`config.mk`:
```
export PLATFORM = sky130hd
export DESIGN_NAME = csvf_mul
export DESIGN_NICKNAME = d
export VERILOG_FILES = /design/src/hdl/csvf_pkg.sv /design/src/hdl/csvf_mul.sv
export SDC_FILE = /design/constraint.sdc
export NUM_CORES = 2
export LEC_CHECK = 0
export BUFFER_PORTS_ARGS = -buffer_cell sky130_fd_sc_hd__buf_2
export CAP_MARGIN = 0
export CORE_UTILIZATION = 35
export CTS_CLUSTER_DIAMETER = 50
export DETAILED_ROUTE_END_ITERATION = 16
export PLACE_DENSITY = 0.5
export SYNTH_ARGS = -nofsm -noshare
export SYNTH_HDL_FRONTEND = slang
export SYNTH_SLANG_ARGS = --single-unit
```
`constraint.sdc`:
```
create_clock -name clk -period 9.2 [get_ports clk]
set_input_delay 0.46 -clock clk [delete_from_list [all_inputs] [get_ports clk]]
set_output_delay 0.46 -clock clk [all_outputs]
set_load 0.005 [all_outputs]
```
`src/hdl/csvf_pkg.sv`:
```
// Shared types, widths and constants of the cascaded state-variable filter.
`default_nettype none

package csvf_pkg;

  // Integrator width and fixed-point layout
  localparam int STATE_W     = 40;
  localparam int FRAC_BITS   = 27;
  localparam int SAMPLE_W    = 24;
  localparam int COEF_W      = 17;
  localparam int KEY_W       = 7;
  localparam int COEF_SHIFT  = 16;
  localparam int AUDIO_SHIFT = FRAC_BITS - 19 + 4;
  localparam int OUT_SHIFT   = FRAC_BITS + 32 - 19;
  localparam int KEY_SHIFT   = 9;

  // Shared multiplier operands and product
  localparam int OPA_W  = 29;
  localparam int OPB_W  = STATE_W;
  localparam int PROD_W = OPA_W + OPB_W;
  localparam int SUM_W  = STATE_W + 14;

  // Coefficient widths
  localparam int BASE_W = COEF_W + 1;
  localparam int FRAW_W = 22;
  localparam int DAMP_W = 20;
  localparam int GAIN_W = 28;

  // Floored divide of the modulation product by 12 * 2^19:
  // shift by 21, bias positive, multiply by a reciprocal of 3, unbias
  localparam int MOD_SHIFT   = 21;
  localparam int MOD_T_W     = 20;
  localparam int U_W         = 21;
  localparam int RECIP_SHIFT = 21;
  localparam int FQ_W        = 20;
  localparam logic [20:0] RECIP3      = 21'd699051;
  localparam logic [20:0] DIV_BIAS_3K = 21'd524289;
  localparam logic [20:0] DIV_BIAS_K  = 21'd174763;

  // Damping and gain constants
  localparam logic [16:0] DAMP_K  = 17'd129106;
  localparam logic [16:0] GAIN_K  = 17'd1647;
  localparam logic [17:0] TWO_Q16 = 18'd131072;

  // Configuration register indexes
  typedef enum logic [2:0] {
    REG_CUTOFF    = 3'd0,
    REG_RESONANCE = 3'd1,
    REG_MOD_DEPTH = 3'd2,
    REG_KEY_TRACK = 3'd3,
    REG_OUT_GAIN  = 3'd4,
    REG_RESP_SEL  = 3'd5,
    REG_CUT_LIMIT = 3'd6
  } cfg_reg_t;

  // Response select codes
  localparam logic [1:0] RESP_BAND = 2'd1;
  localparam logic [1:0] RESP_HIGH = 2'd2;

  typedef struct packed {
    logic signed [SAMPLE_W-1:0] audio_in;
    logic signed [SAMPLE_W-1:0] mod_in;
    logic [KEY_W-1:0]           note_key;
    logic                       note_start;
    logic signed [SAMPLE_W-1:0] mix_in;
  } csvf_in_t;

  typedef struct packed {
    logic signed [SAMPLE_W-1:0] mix_out;
  } csvf_out_t;

  typedef struct packed {
    logic signed [OPA_W-1:0] a;
    logic signed [OPB_W-1:0] b;
  } mul_req_t;

  // Clamp a wide sum to the signed integrator range
  function automatic logic signed [STATE_W-1:0] sat_state(input logic signed [SUM_W-1:0] v);
    logic signed [SUM_W-1:0] hi;
    logic signed [SUM_W-1:0] lo;
    hi = {{(SUM_W - STATE_W + 1){1'b0}}, {(STATE_W - 1){1'b1}}};
    lo = ~hi;
    if (v > hi) begin
      return hi[STATE_W-1:0];
    end else if (v < lo) begin
      return lo[STATE_W-1:0];
    end
    return v[STATE_W-1:0];
  endfunction

  // Clamp a sum to the signed sample range
  function automatic logic signed [SAMPLE_W-1:0] sat_sample(input logic signed [STATE_W-1:0] v);
    logic signed [STATE_W-1:0] hi;
    logic signed [STATE_W-1:0] lo;
    hi = {{(STATE_W - SAMPLE_W + 1){1'b0}}, {(SAMPLE_W - 1){1'b1}}};
    lo = ~hi;
    if (v > hi) begin
      return hi[SAMPLE_W-1:0];
    end else if (v < lo) begin
      return lo[SAMPLE_W-1:0];
    end
    return v[SAMPLE_W-1:0];
  endfunction

endpackage

`default_nettype wire

```
`src/hdl/csvf_mul.sv`:
```
// Shared signed multiplier with a registered product.
`default_nettype none

module csvf_mul import csvf_pkg::*; (
  input  wire logic                     clk,
  input  wire mul_req_t                 req,
  output logic signed [PROD_W-1:0]      prod_r
);

  logic signed [PROD_W-1:0] prod_nxt;

  // Multiply the selected operand pair
  assign prod_nxt = PROD_W'($signed(req.a)) * PROD_W'($signed(req.b));

  always_ff @(posedge clk) begin
    prod_r <= prod_nxt;
  end

endmodule

`default_nettype wire

```
### Word level (Yosys, flattened, before mapping)

Index checks and enable logic that the tools add are counted.
W data, S select, Z words.

* bits in registers: 69
* input port bits: 70
* word-level logic and storage cells: 2

* $mul: 1

Operators with widths (number)
* $mul A29 B40 Y69: 1

### Logic depth before layout (Yosys ltp)

* depth after elaboration: 1
* depth in mapped cells: 29
* depth with buffers taken out: 27

### Least setup slack after synthesis

Ideal clock, no wire load.

* path kind: input -> register
* from: input req[39] (netlist bit)
* to: register prod_r[59]
* library setup time: 0.117 ns
* arrival time: 7.835 ns
* required time: 9.083 ns
* path slack: 1.248 ns
* cell stages on the path: 23
* cell sequence: clkbuf_1 > clkbuf_1 > nand2_1 > inv_1 > fa_1 > fa_1 > fa_1 > fa_1 > inv_1 > fa_1 > fa_1 > fa_1 > fa_1 > inv_1 > ha_1 > clkbuf_1 > a21oi_1 > nand2_1 > or3_2 > a211o_2 > a31o_1 > a211oi_2 > nor2_1

* longest elaborated chain between the ends: 1

Ends and longest elaborated chain
* start, declared: line csvf_mul.sv:6 `input wire mul_req_t req,`
* $mul A29 B40 Y69: line csvf_mul.sv:13 `assign prod_nxt = PROD_W'($signed(req.a)) * PROD_W'($signed(req.b));`
* net prod_nxt[59]: line csvf_mul.sv:10 `logic signed [PROD_W-1:0] prod_nxt;`
* end signal, assigned: line csvf_mul.sv:16 `prod_r <= prod_nxt;`
* end, declared: line csvf_mul.sv:7 `output logic signed [PROD_W-1:0] prod_r`

The timed path passes the listed nets, and every way through them passes these cells.

### Worst setup path in the final report

* from: input req[46] (netlist bit)
* to: register prod_r[62]

The elaborated chain is that of the path after synthesis.

==> run metrics <==
clock tree buffer depth=2; max-cap violations=0; Worst Setup End Kind=register; remaining global-route overflow=0; Final Wtd Congestion=0.8862; Final Hold Fails=0; first-pass GRT wire length=about 190,000 um; fmax=~120 MHz; Slew HR=38.17%; Crit Path Max Fanout=29; final net count=6,021; DR pass1 iterations=5; Primary FF master, synth=dfxtp_1; #FFs+latches synth=69; synth warn=0; fillers=12.26k; Biggest register=prod_r; crit path DAT=8580 ps; TritonCTS buffer count=9; Port-buffer cells=138; CTS root buf=clkbuf_16; final worst path period share=between 90% and 100%; H-tree depth=3; # DRC=0; via count=29.32k; Place WS=513.2 ps; synth unique cells=78; synthesized area per cell=9.107 sq um; Vias/cell=4.802; max reg flops=69; Worst EP required=9500 ps; biggest area consumer among synthesized cells=fa_1; unrepaired setup endpoints after global routing=false; worst setup margin=919.7 ps; DP Area=0.04405 sq mm; max-slew violations=0; EDFF count, synth=0; mapped cell area=0.04182 sq mm; Cells after Synth=between 4k and 5k; final hold slack=722.0 ps; top cell type's share of synthesized area=between 50% and 60%; vias in the first global route=32.60k; DP HPWL=roughly 100,000 um; DR iter-0 viols=1,574; # IOs=139; Synth async-reset ratio=0%; Syn Nets=just over 6k; Initial Util=35.37%; post-CTS setup buffers=0; Total Die Area=approximately 0.12 sq mm; Avg WL per Cell=roughly 20 um; layout cells sized above 1=approximately 6.0%; CTS tree=done; Rows=126; cts hold-fix bufs=0; Post-Layout Inst Area=0.04436 sq mm; class of the worst hold path=in -> reg; setup_tns=0 ps; pin count of the biggest net entering global routing=between 40 and 50; initial antenna violation count=11; run status=finished, final reports clean; final WL=about 120,000 um; critical setup path kind=in -> reg; biggest regs=prod_r: 69 flops; Final min period=just over 8000 ps; Layout area overhead=6.077%; synth top area cells=fa_1 (57%), inv_1 (11%), nand2_1 (7.4%); clk sinks=69; Die Wd=347.7 um; Post-DRT Antenna Nets=0; Worst-Margin Slew=around 930 ps; clock slew at reported path FFs=~70 ps; critical path startpoint category=input port; sequential area share after synthesis=around 3.3%; PostCTS Resize Cnt=0; Setup Viol. Count Final=0; Tot GR Track Use=21.26%; Die Height=between 300 and 400 um; core area=0.1182 sq mm
synthesized netlist by cell type (3+ instances only):
library cell,count
a211o_1,3
a211oi_1,6
a211oi_2,4
a21o_1,31
a21o_2,3
a21oi_1,64
a221o_1,3
a221oi_1,4
a31oi_1,9
and2_1,337
and2_2,3
and3_1,9
and4_1,6
buf_2,6
clkbuf_1,254
dfxtp_1,69
fa_1,1198
ha_1,192
inv_1,1241
nand2_1,822
nand2b_1,16
nand3_1,27
nand4_1,8
nor2_1,62
nor2b_1,7
nor3_1,7
o2111ai_1,4
o211ai_1,5
o21a_1,10
o21ai_0,22
o21ai_1,5
o21ai_2,4
o21bai_1,17
o22ai_1,3
o2bb2ai_1,3
o31ai_1,4
or3_1,3
xnor2_1,48
xor2_1,25
kinds of logic after synthesis:
group                    after synthesis  share of synthesized area (%)
AND/OR/NAND/NOR                     1318                          14.42
flip-flops                            69                          3.303
multiplexers                           1                        0.02693
adder cells (fa/ha/maj)             1390                          63.10
buffers and inverters               1506                          13.60
XOR/XNOR                              73                          1.529
AO/OA/AOI/OAI                        235                          4.024
metrics by stage:
step	util, %	cells
after detailed placement	37.26	6086
final	37.52	6106
after CTS	37.51	6102
after global routing	37.51	6104
after floorplan	-	4592
after global placement	37.26	6086
cells in the final DEF, fill, tap and decap left out, drive strengths merged, types with 8 or more instances in the layout:
cell	n
nand3	29
o21bai	17
a21o	34
buf	223
dfxtp	69
nand2b	16
a21oi	64
xnor2	48
ha	192
a31oi	9
nand4	8
inv	1243
xor2	25
o21a	10
and2	340
and3	10
fa	1198
nor2	62
a211oi	12
nand2	823
clkbuf	9
o21ai	31
worst max-delay path, stage by stage:
cell and delay, ps:
buf_2 580, buf_4 280, and2_1 150, fa_1 450, fa_1 610, inv_1 80
fa_1 450, fa_1 540, inv_1 50, fa_1 550, fa_1 430, fa_1 610
inv_1 80, fa_1 480, inv_1 40, ha_1 370, a21oi_1 200, o21ai_0 160
a221o_1 340, or3_1 370, o21ai_2 400, o31a_1 490, o21a_1 240, o311ai_1 120
metal layers:
layer	track usage, %	share of wire [%]	up-vias
li1	-	-	12880
met2	37.26	51	627
met4	9.997	5.1	10
met1	26.36	40	15640
met5	0	0.055	-
met3	1.945	3.5	172
worst paths after layout:
| path | startpoint | endpoint | slack (ps) | cells past startpoint |
|---|---|---|---|---|
| max | req[46] | prod_r[62]$_DFF_P_ | 920 | 24 |
| min | req[0] | prod_r[0]$_DFF_P_ | 720 | 3 |
area by class of cell:
cell class / count / area, sq um / area share [%]
diodes: 4 / 10.01 / 0.02257
clock buffers: 9 / 225.2 / 0.5077
clock inverters: 7 / 73.82 / 0.1664
inverters: 1241 / 4658 / 10.50
multi-input cells: 3017 / 34750 / 78.33
flip-flops and latches: 69 / 1381 / 3.114
well taps: 1536 / 1922 / 4.332
repair buffers: 223 / 1341 / 3.024
Power is left out: the tool's default activity adds up to more than one toggle a clock period on the data nets, which glitch-free logic cannot reach.
